`src/mep_pkg.sv`:
```
// Shared constants, register codes and status types for the Mandelbrot pixel engine.
// Used by every module of the block; depends on nothing.
package mep_pkg;

	localparam int FRAC_BITS_DEF = 28;
	localparam int REG_FRAC      = 28;

	localparam int PIX_W    = 10;
	localparam int ITER_W   = 16;
	localparam int SHADE_W  = 8;
	localparam int ORG_W    = 32;
	localparam int STEP_W   = 31;
	localparam int S_DATA_W = 24;
	localparam int M_DATA_W = 48;
	localparam int APB_AW   = 4;
	localparam int APB_DW   = 32;

	localparam logic [1:0] REG_ORIGIN_RE = 2'd0;
	localparam logic [1:0] REG_ORIGIN_IM = 2'd1;
	localparam logic [1:0] REG_STEP      = 2'd2;
	localparam logic [1:0] REG_MAX_ITER  = 2'd3;

	localparam logic [ORG_W-1:0]  ORIGIN_RE_RST = 32'hDE00_0000;
	localparam logic [ORG_W-1:0]  ORIGIN_IM_RST = 32'hE800_0000;
	localparam logic [STEP_W-1:0] STEP_RST      = 31'd1006633;
	localparam logic [ITER_W-1:0] MAX_ITER_RST  = 16'd1024;

	typedef struct packed {
		logic              done;
		logic [ITER_W-1:0] iters;
	} iter_stat_t;

	typedef struct packed {
		logic               done;
		logic [SHADE_W-1:0] shade;
	} shade_stat_t;

endpackage

```
`src/mandelbrot_escape_pixel.sv`:
```
// Mandelbrot escape-time pixel engine, top level.
// Input stream: s_tdata carries a pixel row and column; one word is taken when s_tvalid and
// s_tready are both high. Output stream: m_tdata carries row, column, iteration count and grey
// shade; one word leaves when m_tvalid and m_tready are both high. The APB port holds the
// image origin (real, imaginary), the pixel step and the iteration limit; pready is always high.
// One pixel is in flight at a time and s_tready is low while it is worked on.
// After a word is accepted, c is formed, then escape tests run (iterations + 1 for a point
// that escapes, max_iter for one that does not, none for a zero limit), and then the shade
// is computed before the word is loaded into the output register.
// Each iteration sends a*a, b*b and 2*a*b in turn through one registered multiplier; the
// shade comes from a bit-serial divider.
// The output register holds a finished word while the receiver stalls; the next pixel is taken
// as soon as that word sits in the output register, even if it has not been taken yet.
// Reset (arst_n low) clears the sequencers and the output valid, and loads the registers with
// the default view: origin -2.125 - 1.5i, step about 3.84/1024, limit 1024.
// Configuration writes are taken at any time but belong in idle periods.
module mandelbrot_escape_pixel #(
	parameter int FRAC_BITS = mep_pkg::FRAC_BITS_DEF
) (
	input  logic                          clk,
	input  logic                          arst_n,
	input  logic                          s_tvalid,
	output logic                          s_tready,
	input  logic [mep_pkg::S_DATA_W-1:0]  s_tdata,   // row[9:0], col[19:10], zero[23:20]
	output logic                          m_tvalid,
	input  logic                          m_tready,
	output logic [mep_pkg::M_DATA_W-1:0]  m_tdata,   // out_row[9:0], out_col[19:10],
	                                                 // iterations[35:20], shade[43:36], zero[47:44]
	input  logic                          psel,
	input  logic                          penable,
	input  logic                          pwrite,
	input  logic [mep_pkg::APB_AW-1:0]    paddr,
	input  logic [mep_pkg::APB_DW-1:0]    pwdata,
	output logic [mep_pkg::APB_DW-1:0]    prdata,
	output logic                          pready
);

	localparam int PW = mep_pkg::PIX_W;

	localparam logic [1:0] ST_IDLE = 2'd0;
	localparam logic [1:0] ST_ITER = 2'd1;
	localparam logic [1:0] ST_DIV  = 2'd2;
	localparam logic [1:0] ST_OUT  = 2'd3;

	logic [1:0]                          state_q;
	logic                                m_tvalid_q;
	logic [mep_pkg::M_DATA_W-1:0]        m_tdata_q;
	logic [PW-1:0]                       row_q;
	logic [PW-1:0]                       col_q;
	logic [mep_pkg::ORG_W-1:0]           origin_re_q;
	logic [mep_pkg::ORG_W-1:0]           origin_im_q;
	logic [mep_pkg::STEP_W-1:0]          step_q;
	logic [mep_pkg::ITER_W-1:0]          max_iter_q;

	logic                                in_acc;
	logic                                cfg_wr;
	logic                                load;
	logic                                shade_go;
	mep_pkg::iter_stat_t                 iter_stat;
	mep_pkg::shade_stat_t                shade_stat;

	assign pready   = 1'b1;
	assign cfg_wr   = psel && penable && pwrite && pready;
	assign s_tready = (state_q == ST_IDLE);
	assign in_acc   = s_tvalid && s_tready;
	assign shade_go = (state_q == ST_ITER) && iter_stat.done;
	assign load     = (state_q == ST_OUT) && (!m_tvalid_q || m_tready);

	always_ff @(posedge clk or negedge arst_n) begin
		if (!arst_n) begin
			origin_re_q <= mep_pkg::ORIGIN_RE_RST;
			origin_im_q <= mep_pkg::ORIGIN_IM_RST;
			step_q      <= mep_pkg::STEP_RST;
			max_iter_q  <= mep_pkg::MAX_ITER_RST;
		end else if (cfg_wr) begin
			case (paddr[3:2])
				mep_pkg::REG_ORIGIN_RE: origin_re_q <= pwdata;
				mep_pkg::REG_ORIGIN_IM: origin_im_q <= pwdata;
				mep_pkg::REG_STEP:      step_q      <= pwdata[mep_pkg::STEP_W-1:0];
				mep_pkg::REG_MAX_ITER:  max_iter_q  <= pwdata[mep_pkg::ITER_W-1:0];
				default: begin
				end
			endcase
		end
	end

	always_comb begin
		case (paddr[3:2])
			mep_pkg::REG_ORIGIN_RE: prdata = origin_re_q;
			mep_pkg::REG_ORIGIN_IM: prdata = origin_im_q;
			mep_pkg::REG_STEP:      prdata = {1'b0, step_q};
			mep_pkg::REG_MAX_ITER:  prdata = {{(mep_pkg::APB_DW - mep_pkg::ITER_W){1'b0}},
				max_iter_q};
			default:                prdata = '0;
		endcase
	end

	always_ff @(posedge clk or negedge arst_n) begin
		if (!arst_n) begin
			state_q    <= ST_IDLE;
			m_tvalid_q <= 1'b0;
		end else begin
			// a new word replaces a taken one in the same cycle
			if (load) begin
				m_tvalid_q <= 1'b1;
			end else if (m_tready) begin
				m_tvalid_q <= 1'b0;
			end
			case (state_q)
				ST_IDLE: begin
					if (in_acc) state_q <= ST_ITER;
				end
				ST_ITER: begin
					if (iter_stat.done) state_q <= ST_DIV;
				end
				ST_DIV: begin
					if (shade_stat.done) state_q <= ST_OUT;
				end
				ST_OUT: begin
					// hold the finished word until the output register frees up
					if (load) state_q <= ST_IDLE;
				end
				default: state_q <= ST_IDLE;
			endcase
		end
	end

	always_ff @(posedge clk) begin
		if (in_acc) begin
			row_q <= s_tdata[PW-1:0];
			col_q <= s_tdata[2*PW-1:PW];
		end
		if (load) begin
			m_tdata_q <= {{(mep_pkg::M_DATA_W - 2*PW - mep_pkg::ITER_W - mep_pkg::SHADE_W){1'b0}},
				shade_stat.shade, iter_stat.iters, col_q, row_q};
		end
	end

	assign m_tvalid = m_tvalid_q;
	assign m_tdata  = m_tdata_q;

	mep_iter #(.FRAC_BITS(FRAC_BITS)) u_iter (
		.clk       (clk),
		.arst_n    (arst_n),
		.start     (in_acc),
		.row       (s_tdata[PW-1:0]),
		.col       (s_tdata[2*PW-1:PW]),
		.origin_re (origin_re_q),
		.origin_im (origin_im_q),
		.step      (step_q),
		.max_iter  (max_iter_q),
		.stat      (iter_stat)
	);

	mep_shade u_shade (
		.clk      (clk),
		.arst_n   (arst_n),
		.start    (shade_go),
		.iters    (iter_stat.iters),
		.max_iter (max_iter_q),
		.stat     (shade_stat)
	);

endmodule

```
`src/mep_mul.sv`:
```
// Shared fixed-point multiplier: sign-magnitude product, floor shift and saturation.
// Two register stages; uses mep_pkg for the default fraction width.
module mep_mul #(
	parameter int FRAC_BITS = mep_pkg::FRAC_BITS_DEF,
	localparam int W = FRAC_BITS + 6
) (
	input  logic                clk,
	input  logic signed [W-1:0] x,
	input  logic signed [W-1:0] y,
	input  logic                dbl,
	output logic signed [W-1:0] res
);

	localparam int PW = 2 * W + 1;
	localparam int QB = PW - FRAC_BITS;
	localparam logic [PW-1:0] RND_C = {{(PW - FRAC_BITS){1'b0}}, {FRAC_BITS{1'b1}}};
	localparam logic [QB-1:0] LIM_Q = {{(QB - W){1'b0}}, 1'b1, {(W - 1){1'b0}}};
	localparam logic [QB-1:0] MAX_Q = LIM_Q - QB'(1);
	localparam logic signed [W-1:0] W_MAX = {1'b0, {(W - 1){1'b1}}};
	localparam logic signed [W-1:0] W_MIN = {1'b1, {(W - 1){1'b0}}};

	logic [W-1:0]          ux;
	logic [W-1:0]          uy;
	logic [2*W-1:0]        prod_s1;
	logic                  neg_s1;
	logic                  dbl_s1;
	logic [PW-1:0]         pw;
	logic [PW-1:0]         rnd;
	logic [QB-1:0]         q;
	logic signed [W-1:0]   res_d;
	logic signed [W-1:0]   res_s2;

	assign ux = x[W-1] ? $unsigned(-x) : $unsigned(x);
	assign uy = y[W-1] ? $unsigned(-y) : $unsigned(y);

	always_ff @(posedge clk) begin
		prod_s1 <= ux * uy;
		neg_s1  <= x[W-1] ^ y[W-1];
		dbl_s1  <= dbl;
	end

	// Negative results round toward minus infinity: bias the magnitude up before the shift.
	always_comb begin
		pw  = dbl_s1 ? {prod_s1, 1'b0} : {1'b0, prod_s1};
		rnd = neg_s1 ? pw + RND_C : pw;
		q   = rnd[PW-1:FRAC_BITS];
		if (neg_s1) begin
			res_d = (q > LIM_Q) ? W_MIN : $signed(~q[W-1:0] + W'(1));
		end else begin
			res_d = (q > MAX_Q) ? W_MAX : $signed(q[W-1:0]);
		end
	end

	always_ff @(posedge clk) begin
		res_s2 <= res_d;
	end

	assign res = res_s2;

endmodule

```
`src/mep_iter.sv`:
```
// Escape-time sequencer: forms c from the pixel, then runs z = z*z + c on one shared multiplier.
// Instantiates mep_mul; uses mep_pkg for widths and the status struct.
module mep_iter #(
	parameter int FRAC_BITS = mep_pkg::FRAC_BITS_DEF
) (
	input  logic                               clk,
	input  logic                               arst_n,
	input  logic                               start,
	input  logic [mep_pkg::PIX_W-1:0]          row,
	input  logic [mep_pkg::PIX_W-1:0]          col,
	input  logic [mep_pkg::ORG_W-1:0]          origin_re,
	input  logic [mep_pkg::ORG_W-1:0]          origin_im,
	input  logic [mep_pkg::STEP_W-1:0]         step,
	input  logic [mep_pkg::ITER_W-1:0]         max_iter,
	output mep_pkg::iter_stat_t                stat
);

	localparam int W   = FRAC_BITS + 6;
	localparam int SHL = (FRAC_BITS > mep_pkg::REG_FRAC) ? FRAC_BITS - mep_pkg::REG_FRAC : 0;
	localparam int SHR = (FRAC_BITS < mep_pkg::REG_FRAC) ? mep_pkg::REG_FRAC - FRAC_BITS : 0;
	localparam int SW  = 43;
	localparam int QW  = SW + SHL;
	localparam int PRW = mep_pkg::STEP_W + mep_pkg::PIX_W;

	localparam logic signed [W-1:0]  W_MAX  = {1'b0, {(W - 1){1'b1}}};
	localparam logic signed [W-1:0]  W_MIN  = {1'b1, {(W - 1){1'b0}}};
	localparam logic signed [W+1:0]  W2_MAX = {3'b000, {(W - 1){1'b1}}};
	localparam logic signed [W+1:0]  W2_MIN = {3'b111, {(W - 1){1'b0}}};
	localparam logic signed [QW-1:0] Q_MAX  = {{(QW - W + 1){1'b0}}, {(W - 1){1'b1}}};
	localparam logic signed [QW-1:0] Q_MIN  = {{(QW - W + 1){1'b1}}, {(W - 1){1'b0}}};
	localparam logic signed [W:0]    FOUR   = {{(W - FRAC_BITS - 2){1'b0}}, 1'b1,
		{(FRAC_BITS + 2){1'b0}}};

	localparam logic [2:0] IT_IDLE  = 3'd0;
	localparam logic [2:0] IT_SETRE = 3'd1;
	localparam logic [2:0] IT_SETIM = 3'd2;
	localparam logic [2:0] IT_M0    = 3'd3;
	localparam logic [2:0] IT_M1    = 3'd4;
	localparam logic [2:0] IT_M2    = 3'd5;
	localparam logic [2:0] IT_M3    = 3'd6;
	localparam logic [2:0] IT_UPD   = 3'd7;

	function automatic logic signed [W-1:0] sat_w(input logic signed [W+1:0] v);
		if (v > W2_MAX) return W_MAX;
		if (v < W2_MIN) return W_MIN;
		return v[W-1:0];
	endfunction

	logic [2:0]                  state_q;
	logic                        done_q;
	logic [mep_pkg::ITER_W-1:0]  iters_q;
	logic [mep_pkg::PIX_W-1:0]   row_q;
	logic [mep_pkg::PIX_W-1:0]   col_q;
	logic signed [W-1:0]         a_q;
	logic signed [W-1:0]         b_q;
	logic signed [W-1:0]         cr_q;
	logic signed [W-1:0]         ci_q;
	logic signed [W-1:0]         a2_q;
	logic signed [W-1:0]         b2_q;
	logic [mep_pkg::ITER_W-1:0]  k_q;

	logic [mep_pkg::PIX_W-1:0]   idx;
	logic [mep_pkg::ORG_W-1:0]   org;
	logic [PRW-1:0]              prod;
	logic signed [SW-1:0]        sum;
	logic signed [QW-1:0]        qs;
	logic signed [W-1:0]         cvt;
	logic signed [W-1:0]         mx;
	logic signed [W-1:0]         my;
	logic                        mdbl;
	logic signed [W-1:0]         mres;
	logic signed [W:0]           mag2;
	logic                        esc;
	logic [mep_pkg::ITER_W:0]    k_nx;
	logic                        last;
	logic signed [W+1:0]         a_sum;
	logic signed [W+1:0]         b_sum;

	// Point c: origin + step*index in Q4.28, rescaled to the working format and saturated.
	always_comb begin
		idx  = (state_q == IT_SETRE) ? col_q : row_q;
		org  = (state_q == IT_SETRE) ? origin_re : origin_im;
		prod = step * idx;
		sum  = SW'($signed(org)) + $signed({2'b00, prod});
		qs   = (QW'(sum) <<< SHL) >>> SHR;
		if (qs > Q_MAX) begin
			cvt = W_MAX;
		end else if (qs < Q_MIN) begin
			cvt = W_MIN;
		end else begin
			cvt = qs[W-1:0];
		end
	end

	// Issue a*a, b*b, then 2a*b on consecutive cycles.
	assign mx   = (state_q == IT_M1) ? b_q : a_q;
	assign my   = (state_q == IT_M0) ? a_q : b_q;
	assign mdbl = (state_q == IT_M2);

	mep_mul #(.FRAC_BITS(FRAC_BITS)) u_mul (
		.clk (clk),
		.x   (mx),
		.y   (my),
		.dbl (mdbl),
		.res (mres)
	);

	assign mag2  = (W+1)'(a2_q) + (W+1)'(mres);
	assign esc   = (mag2 > FOUR);
	assign k_nx  = {1'b0, k_q} + (mep_pkg::ITER_W+1)'(1);
	assign last  = (k_nx == {1'b0, max_iter});
	assign a_sum = (W+2)'(a2_q) - (W+2)'(b2_q) + (W+2)'(cr_q);
	assign b_sum = (W+2)'(mres) + (W+2)'(ci_q);

	always_ff @(posedge clk or negedge arst_n) begin
		if (!arst_n) begin
			state_q <= IT_IDLE;
			done_q  <= 1'b0;
		end else begin
			// pulse done for one cycle when the count is final
			done_q <= ((state_q == IT_SETIM) && (max_iter == '0))
				|| ((state_q == IT_M3) && (esc || last));
			case (state_q)
				IT_IDLE: begin
					if (start) state_q <= IT_SETRE;
				end
				IT_SETRE: state_q <= IT_SETIM;
				IT_SETIM: begin
					if (max_iter == '0) begin
						state_q <= IT_IDLE;
					end else begin
						state_q <= IT_M0;
					end
				end
				IT_M0: state_q <= IT_M1;
				IT_M1: state_q <= IT_M2;
				IT_M2: state_q <= IT_M3;
				IT_M3: begin
					if (esc || last) begin
						state_q <= IT_IDLE;
					end else begin
						state_q <= IT_UPD;
					end
				end
				IT_UPD: state_q <= IT_M0;
				default: state_q <= IT_IDLE;
			endcase
		end
	end

	always_ff @(posedge clk) begin
		case (state_q)
			IT_IDLE: begin
				if (start) begin
					row_q <= row;
					col_q <= col;
				end
			end
			IT_SETRE: begin
				cr_q <= cvt;
				a_q  <= cvt;
			end
			IT_SETIM: begin
				ci_q    <= cvt;
				b_q     <= cvt;
				k_q     <= '0;
				iters_q <= '0;
			end
			IT_M2: a2_q <= mres;
			IT_M3: begin
				b2_q <= mres;
				if (esc) begin
					iters_q <= k_q;
				end else begin
					iters_q <= k_nx[mep_pkg::ITER_W-1:0];
				end
			end
			IT_UPD: begin
				a_q <= sat_w(a_sum);
				b_q <= sat_w(b_sum);
				k_q <= k_nx[mep_pkg::ITER_W-1:0];
			end
			default: begin
			end
		endcase
	end

	assign stat.done  = done_q;
	assign stat.iters = iters_q;

endmodule

```
`src/mep_shade.sv`:
```
// Shade divider: 255 - floor(iters*255/max_iter), or 255 for a zero limit, one quotient bit per cycle.
// Uses mep_pkg for widths and the status struct.
module mep_shade (
	input  logic                        clk,
	input  logic                        arst_n,
	input  logic                        start,
	input  logic [mep_pkg::ITER_W-1:0]  iters,
	input  logic [mep_pkg::ITER_W-1:0]  max_iter,
	output mep_pkg::shade_stat_t        stat
);

	localparam int IW = mep_pkg::ITER_W;
	localparam int SW = mep_pkg::SHADE_W;
	localparam int NW = IW + SW;

	logic              busy_q;
	logic              done_q;
	logic [2:0]        cnt_q;
	logic [IW-1:0]     rem_q;
	logic [SW-1:0]     low_q;
	logic [SW-1:0]     quo_q;
	logic [SW-1:0]     shade_q;
	logic [NW-1:0]     num;
	logic [IW:0]       t;
	logic              ge;
	logic [IW:0]       diff;
	logic [SW-1:0]     quo_nx;

	// iters*255 as (iters << 8) - iters; the top bits start below max_iter since iters <= max_iter
	assign num    = {iters, {SW{1'b0}}} - NW'(iters);
	assign t      = {rem_q, low_q[SW-1]};
	assign ge     = (t >= {1'b0, max_iter});
	assign diff   = t - {1'b0, max_iter};
	assign quo_nx = {quo_q[SW-2:0], ge};

	always_ff @(posedge clk or negedge arst_n) begin
		if (!arst_n) begin
			busy_q <= 1'b0;
			done_q <= 1'b0;
			cnt_q  <= '0;
		end else begin
			done_q <= !start && busy_q && (cnt_q == 3'd7);
			if (start) begin
				busy_q <= 1'b1;
				cnt_q  <= '0;
			end else if (busy_q) begin
				cnt_q <= cnt_q + 3'd1;
				if (cnt_q == 3'd7) begin
					busy_q <= 1'b0;
				end
			end
		end
	end

	always_ff @(posedge clk) begin
		if (start) begin
			rem_q <= num[NW-1:SW];
			low_q <= num[SW-1:0];
			quo_q <= '0;
		end else if (busy_q) begin
			rem_q <= ge ? diff[IW-1:0] : t[IW-1:0];
			low_q <= {low_q[SW-2:0], 1'b0};
			quo_q <= quo_nx;
			if (cnt_q == 3'd7) begin
				// zero limit runs no iteration and shows full white
				shade_q <= (max_iter == '0) ? {SW{1'b1}} : ~quo_nx;
			end
		end
	end

	assign stat.done  = done_q;
	assign stat.shade = shade_q;

endmodule

```
`config.mk`:
```
export PLATFORM = sky130hd
export DESIGN_NAME = mandelbrot_escape_pixel
export DESIGN_NICKNAME = d
export VERILOG_FILES = /design/src/mep_pkg.sv /design/src/mandelbrot_escape_pixel.sv /design/src/mep_mul.sv /design/src/mep_iter.sv /design/src/mep_shade.sv
export SDC_FILE = /design/constraint.sdc
export NUM_CORES = 2
export LEC_CHECK = 0
export ABC_AREA = 1
export BUFFER_PORTS_ARGS = -buffer_cell sky130_fd_sc_hd__buf_2
export CAP_MARGIN = 20
export CORE_MARGIN = 2
export CORE_UTILIZATION = 35
export CTS_BUF_LIST = sky130_fd_sc_hd__clkbuf_4
export CTS_CLUSTER_DIAMETER = 40
export DETAILED_ROUTE_END_ITERATION = 10
export GPL_ROUTABILITY_DRIVEN = 0
export SYNTH_ARGS = -nofsm -noshare
export SYNTH_HDL_FRONTEND = slang
export SYNTH_SLANG_ARGS = --single-unit
```
`constraint.sdc`:
```
create_clock -name clk -period 10.5 [get_ports clk]
set_input_delay 1.05 -clock clk [delete_from_list [all_inputs] [get_ports clk]]
set_output_delay 1.05 -clock clk [all_outputs]
set_load 0.01 [all_outputs]
```
=== Yosys cells after proc, flatten, opt, wreduce, memory -nomap -nowiden ===
Cells that the tools add are included.

* Register bits after elaboration: 586
* Word-level logic and storage cells: 169
* Output and inout port bits: 83
* Bits of input ports: 67

* Equality and inequality tests: 20
* Multiply operators: 2
* Reduce and logical (&&, ||, !) cells: 30
* $add $sub $neg: 13
* $lt $le $gt $ge: 10
* Bitwise gates (word level): 4
* Muxes and demuxes: 58

{| class="wikitable"
|+ Operators by type and width
! operator !! count
|-
| $mux W34 || 17
|-
| $mux W69 || 2
|-
| $pmux W34 S2 || 2
|-
| $pmux W32 S4 || 1
|-
| $gt A36 B34 Y1 const B || 2
|-
| $lt A36 B34 Y1 const B || 2
|-
| $add A34 B34 Y35 || 2
|-
| $add A69 B28 Y69 const B || 1
|-
| $mul A34 B34 Y68 || 1
|-
| $neg A34 Y34 || 2
|-
| $mux W16 || 4
|-
| $pmux W16 S2 || 2
|-
| $add A32 B42 Y43 || 1
|-
| $gt A43 B34 Y1 const B || 1
|-
| $lt A43 B34 Y1 const B || 1
|-
| $gt A41 B33 Y1 const B || 1
|-
| $gt A41 B34 Y1 const B || 1
|-
| $mul A31 B10 Y41 || 1
|-
| $add A35 B34 Y36 || 1
|-
| $gt A35 B32 Y1 const B || 1
|-
| $sub A34 B34 Y35 || 1
|-
| $add A34 B1 Y34 const B || 1
|-
| $not A34 Y34 || 1
|-
| $mux W32 || 1
|-
| 33 further kinds || 87
|}

=== Logic depth before layout (Yosys ltp) ===
* Word-level depth: 10
* Gate-level depth with buffers: 56
* Gate-level depth less buffers: 54

=== Modules after synthesis ===
A second synthesis with hierarchy kept.

* Cells, all modules: 11965
* Area, all modules: 89663.5 um^2

{| class="wikitable"
|+ By module, submodules not included
! module !! area an instance (um^2) !! seq. area each (um^2) !! cells each !! times used
|-
| mep_mul || 46509.6 || 2082.0 || 6341 || 1
|-
| mep_iter || 32058.2 || 7787.5 || 4349 || 1
|-
| mandelbrot_escape_pixel || 7064.3 || 4802.1 || 659 || 1
|-
| mep_shade || 4031.4 || 1226.2 || 616 || 1
|}

=== Worst setup path before layout ===
Ideal clock, no wire load.

* Kind: register to register
* Start point: register u_iter.state_q[0]
* End point: register u_iter.u_mul.prod_s1[64]
* Arrival: 8.533 ns
* Cell stages (with the launch flop): 46
* Slack: 1.843 ns
* Library setup time: 0.123 ns
* Clock period less this slack: 8.657 ns
* Path buffers: 2
* Required time: 10.377 ns
* Path through: dfrtp_1 nor2_2 nand2_2 nand2_1 o21ai_2 inv_2 clkbuf_1 ha_1 inv_1 nor2_2 inv_2 nor2_2 inv_1 nor2_1 xor2_1 nand2_1 nand2_1 inv_2 (+10 left out) inv_1 fa_1 fa_1 inv_1 fa_1 ha_1 nand2_1 nor2_1 inv_1 nor3_1 nand3_1 o21ai_0 nand2_1 o211ai_1 nand2_1 nand2_1 a21oi_1 xor2_1

* Cells in the longest elaborated chain, start to end: 5
* Elaborated cells on any way between the ends: 9
* Those cells by class: add/sub: 2; mul: 1; eq/ne: 2; mux: 4

{| class="wikitable"
|+ Ends and longest elaborated chain
! what !! RTL line !! source
|-
| start: declaration || mep_iter.sv:49 || <nowiki>logic [2:0] state_q;</nowiki>
|-
| start signal: assignment || mep_iter.sv:117 || <nowiki>state_q <= IT_IDLE;</nowiki>
|-
| start signal: assignment || mep_iter.sv:125 || <nowiki>if (start) state_q <= IT_SETRE;</nowiki>
|-
| start signal: assignment || mep_iter.sv:127 || <nowiki>IT_SETRE: state_q <= IT_SETIM;</nowiki>
|-
| $eq A3 B3 Y1 or $eq A3 B2 Y1 (tied branches) || mep_iter.sv:96, mep_iter.sv:97 ||
|-
| $mux W34 (on tied branches) || mep_iter.sv:96, mep_iter.sv:97 ||
|-
| $neg A34 Y34 (on tied branches) || mep_mul.sv:33, mep_mul.sv:34 ||
|-
| $mux W34 (on tied branches) || mep_mul.sv:33, mep_mul.sv:34 ||
|-
| $mul A34 B34 Y68 * || mep_mul.sv:37 || <nowiki>prod_s1 <= ux * uy;</nowiki>
|-
| end signal: assignment || mep_mul.sv:37 ||
|-
| end: declaration || mep_mul.sv:24 || <nowiki>logic [2*W-1:0] prod_s1;</nowiki>
|}

Mark *: on every way between the ends. The rest lies on a longest branch, timed or not.
A chain may end at the register's enable or synchronous reset.

=== Final worst setup path ===
* Start point: register u_iter.state_q[0]
* End point: register u_iter.u_mul.prod_s1[56]

Same word-level chain as after synthesis.

==> impl_results.md <==
- Status: finished, final reports clean
- HP Class: in2reg
- Chip height: about 500 um
- Worst clock skew: 110 ps
- Worst-path fanout max: 22
- Overflow after GRT: 0
- Final HPWL DP: roughly 230000 um
- Final wirelength: between 200000 and 300000 um
- Post-synthesis sequential area ratio: approximately 18%
- IO buf count: about 140
- Max Freq: between 90 and 100 MHz
- Full die area: between 200000 and 300000 um2
- CTS H-tree depth: 4
- Max cap viols: 0
- CTS tree: yes
- DRT iter0 DRCs: 6780
- Cells after Synth: 11200
- Worst Path Required: about 12000 ps
- Largest net degree at the start of global routing: between 70 and 80
- Register bit count reported by yosys: 586
- Final setup fails: 0
- Post-synth ARST share: between 20% and 30%
- Slew Limit Headroom: about a third
- Slew Viols, Final: 0
- CTS Buffer Depth: 3
- Tcrit/Tclk final: ~100%
- Clk pin slew, worst setup/hold paths: 60 ps
- Final ANT Viol Nets: 0
- Final Instance Count excl. Fillers: ~15000
- Wire length on met2: 125000 um
- Ports: 150
- Post-placement cell count: ~15000
- Final nets: about 13000
- RSZ-0062 raised after global routing: yes
- Final hold viol count: 0
- Share of cells above drive strength 1: ~7.8%
- Least-Margin Pin Slew: between 900 and 1000 ps
- FF-to-FF Start: u_iter.state_q[0]$_DFFE_PN0P_
- Top Layer Used: met5
- Post-route DRC: 0
- Worst path max stage delay: about 740 ps
- Clock root buffer master: clkbuf_4
- Post-synth EDFFs: about 350
- Hold path start: s_tdata[10]
- Die span in x: roughly 500 um
- Initial antenna violation count: 10
- DR pass1 iterations: 8
- Synth Flop Type: edfxtp_1
- First-pass GRT wire length: around 440000 um
- Core area: 246000 um2
- Vias in the first global route: ~74000
- Met1 WL: ~120000 um
- Via density per instance: roughly 5
- Routed len/inst: 18.9 um
- Via count: ~74000
- Metal3 WL: 22800 um
- Yosys cell types: 63
- Type of origin of the critical path: flop
- P&R area growth vs syn: 8.87%
- WP data arrival: roughly 11000 ps
- Site row count: 182
- Total global-route track usage: roughly 23%
- Clock sink count: 586
- Crit path kind: reg2reg
- Nature of the critical path endpoint: flop
- Synth Area per Inst: ~7.7 um2
- Cell Area, Synth: 86900 um2
- TritonCTS Buffers: 164
- Slowest-stage cell, CP: xnor2_2
- Critical path startpoint: u_iter.state_q[0]$_DFFE_PN0P_
- Synthesis Warnings: 0
- Final Critical Period: between 10000 and 15000 ps
- Worst-skew pair later-pin latency: about 1200 ps
- Starting density of the core: around a third
## metrics by stage
stage                     setup WS [ps]  setup TNS (ps)  hold WS, ps  utilization [%]  instance area [um2]
after floorplan                    1840               0          400                -                86900
after global placement              185               0          401             37.4                92100
after detailed placement            254               0          405             37.4                92100
after CTS                           157               0         4.12             38.3                94400
after global routing               -218            -832         32.0             38.4                94600
final                               156               0          111             38.4                94600
## cell usage in the layout, fill, tap and decap left out, drive strengths merged, types with 60 or more instances in the layout
master  count
fa       1288
dfrtp     101
a31oi      60
nor2     1159
nand2    2943
inv      2299
clkbuf    243
o21ai     557
nor3       75
buf       360
nand3     275
nand4     100
edfxtp    352
dfxtp     111
xor2      215
xnor2      89
a21oi     421
ha        543
## area by class of cell
class                      instances  area (um2)
antenna                           13        32.5
clock buffer                     243        1820
clock inverter                    58         424
fill                           26000      152000
inverter                        2306        8680
multi-input combinational       7984       60900
sequential                       586       15900
tap                             3312        4140
timing repair buffer             370        2750
## final timing paths
check,end,slack [ps],depth (start not counted)
max reg2reg,u_iter.u_mul.prod_s1[56]$_DFF_P_,160,41
min in group asynchronous,max_iter_q[4]$_DFFE_PN0P_,490,2
max in group asynchronous,origin_im_q[23]$_DFFE_PN0P_,8750,3
min,col_q[0]$_DFFE_PP_,110,1
max,u_iter.u_mul.prod_s1[56]$_DFF_P_,160,41
min reg2reg,m_tdata[41]$_DFFE_PP_,390,0
## synthesized netlist by cell type (all sizes together) (15+ instances only)
cell type / count / area share (%)
nor3: 75 / 0.47
buf: 165 / 1.2
edfxtp: 352 / 12
a31oi: 60 / 0.43
o21bai: 23 / 0.20
o2111ai: 16 / 0.16
xnor2: 89 / 0.93
nor2: 1159 / 5.1
ha: 543 / 7.8
dfrtp: 101 / 2.9
inv: 2291 / 9.9
o21a: 20 / 0.17
xor2: 215 / 2.2
or2: 33 / 0.24
dfstp: 22 / 0.67
a21oi: 421 / 2.4
nand3: 275 / 1.6
clkbuf: 181 / 0.78
fa: 1288 / 30
nor4: 32 / 0.25
o21ai: 557 / 3.3
o221ai: 16 / 0.16
a21o: 24 / 0.21
clkinv: 15 / 0.066
nand3b: 22 / 0.19
nand4: 100 / 0.72
nand2: 2943 / 13
dfxtp: 111 / 2.6
## routing by layer
metal | vias to the layer above | GRT usage (%)
met2 | 2926 | 35.7
li1 | 34700 | -
met5 | - | 0
met1 | 36200 | 30.7
met4 | 10 | 8.95
met3 | 535 | 3.66
## critical path, delay by kind of cell, from the launching register on
family / cells / cell delay (ps)
adder cells (fa/ha/maj): 9 / 4240
AND/OR/NAND/NOR: 21 / 2700
buffers and inverters: 6 / 1130
XOR/XNOR: 2 / 920
AO/OA/AOI/OAI: 3 / 710
flip-flops: 1 / 490
## cell families after synthesis
| group | after synthesis | synth area share, % |
|---|---|---|
| adder cells (fa/ha/maj) | 1831 | 37.5 |
| other | 2 | 0.00864 |
| XOR/XNOR | 304 | 3.09 |
| flip-flops | 586 | 18.3 |
| AO/OA/AOI/OAI | 1196 | 7.55 |
| AND/OR/NAND/NOR | 4648 | 21.6 |
| buffers and inverters | 2652 | 11.9 |
## state kept, by name, summed over array words and instances (netlist names), 34 cells and up
signal                count
m_tdata                  44
u_iter.a_q               34
u_iter.ci_q              34
u_iter.u_mul.prod_s1     68
u_iter.a2_q              34
u_iter.cr_q              34
u_iter.b_q               34
u_iter.b2_q              34
u_iter.u_mul.res         34
## repair_timing
action | CTS | global route
buffers inserted | 0 | 1
hold buffers | 10 | 0
endpoints found under the hold margin | 78 | 0
setup endpoints to repair | 0 | 141
resized for setup | 0 | 25
Power is not shown: default switching activity piles up to over one toggle a cycle in this logic, so the estimate is an artifact.
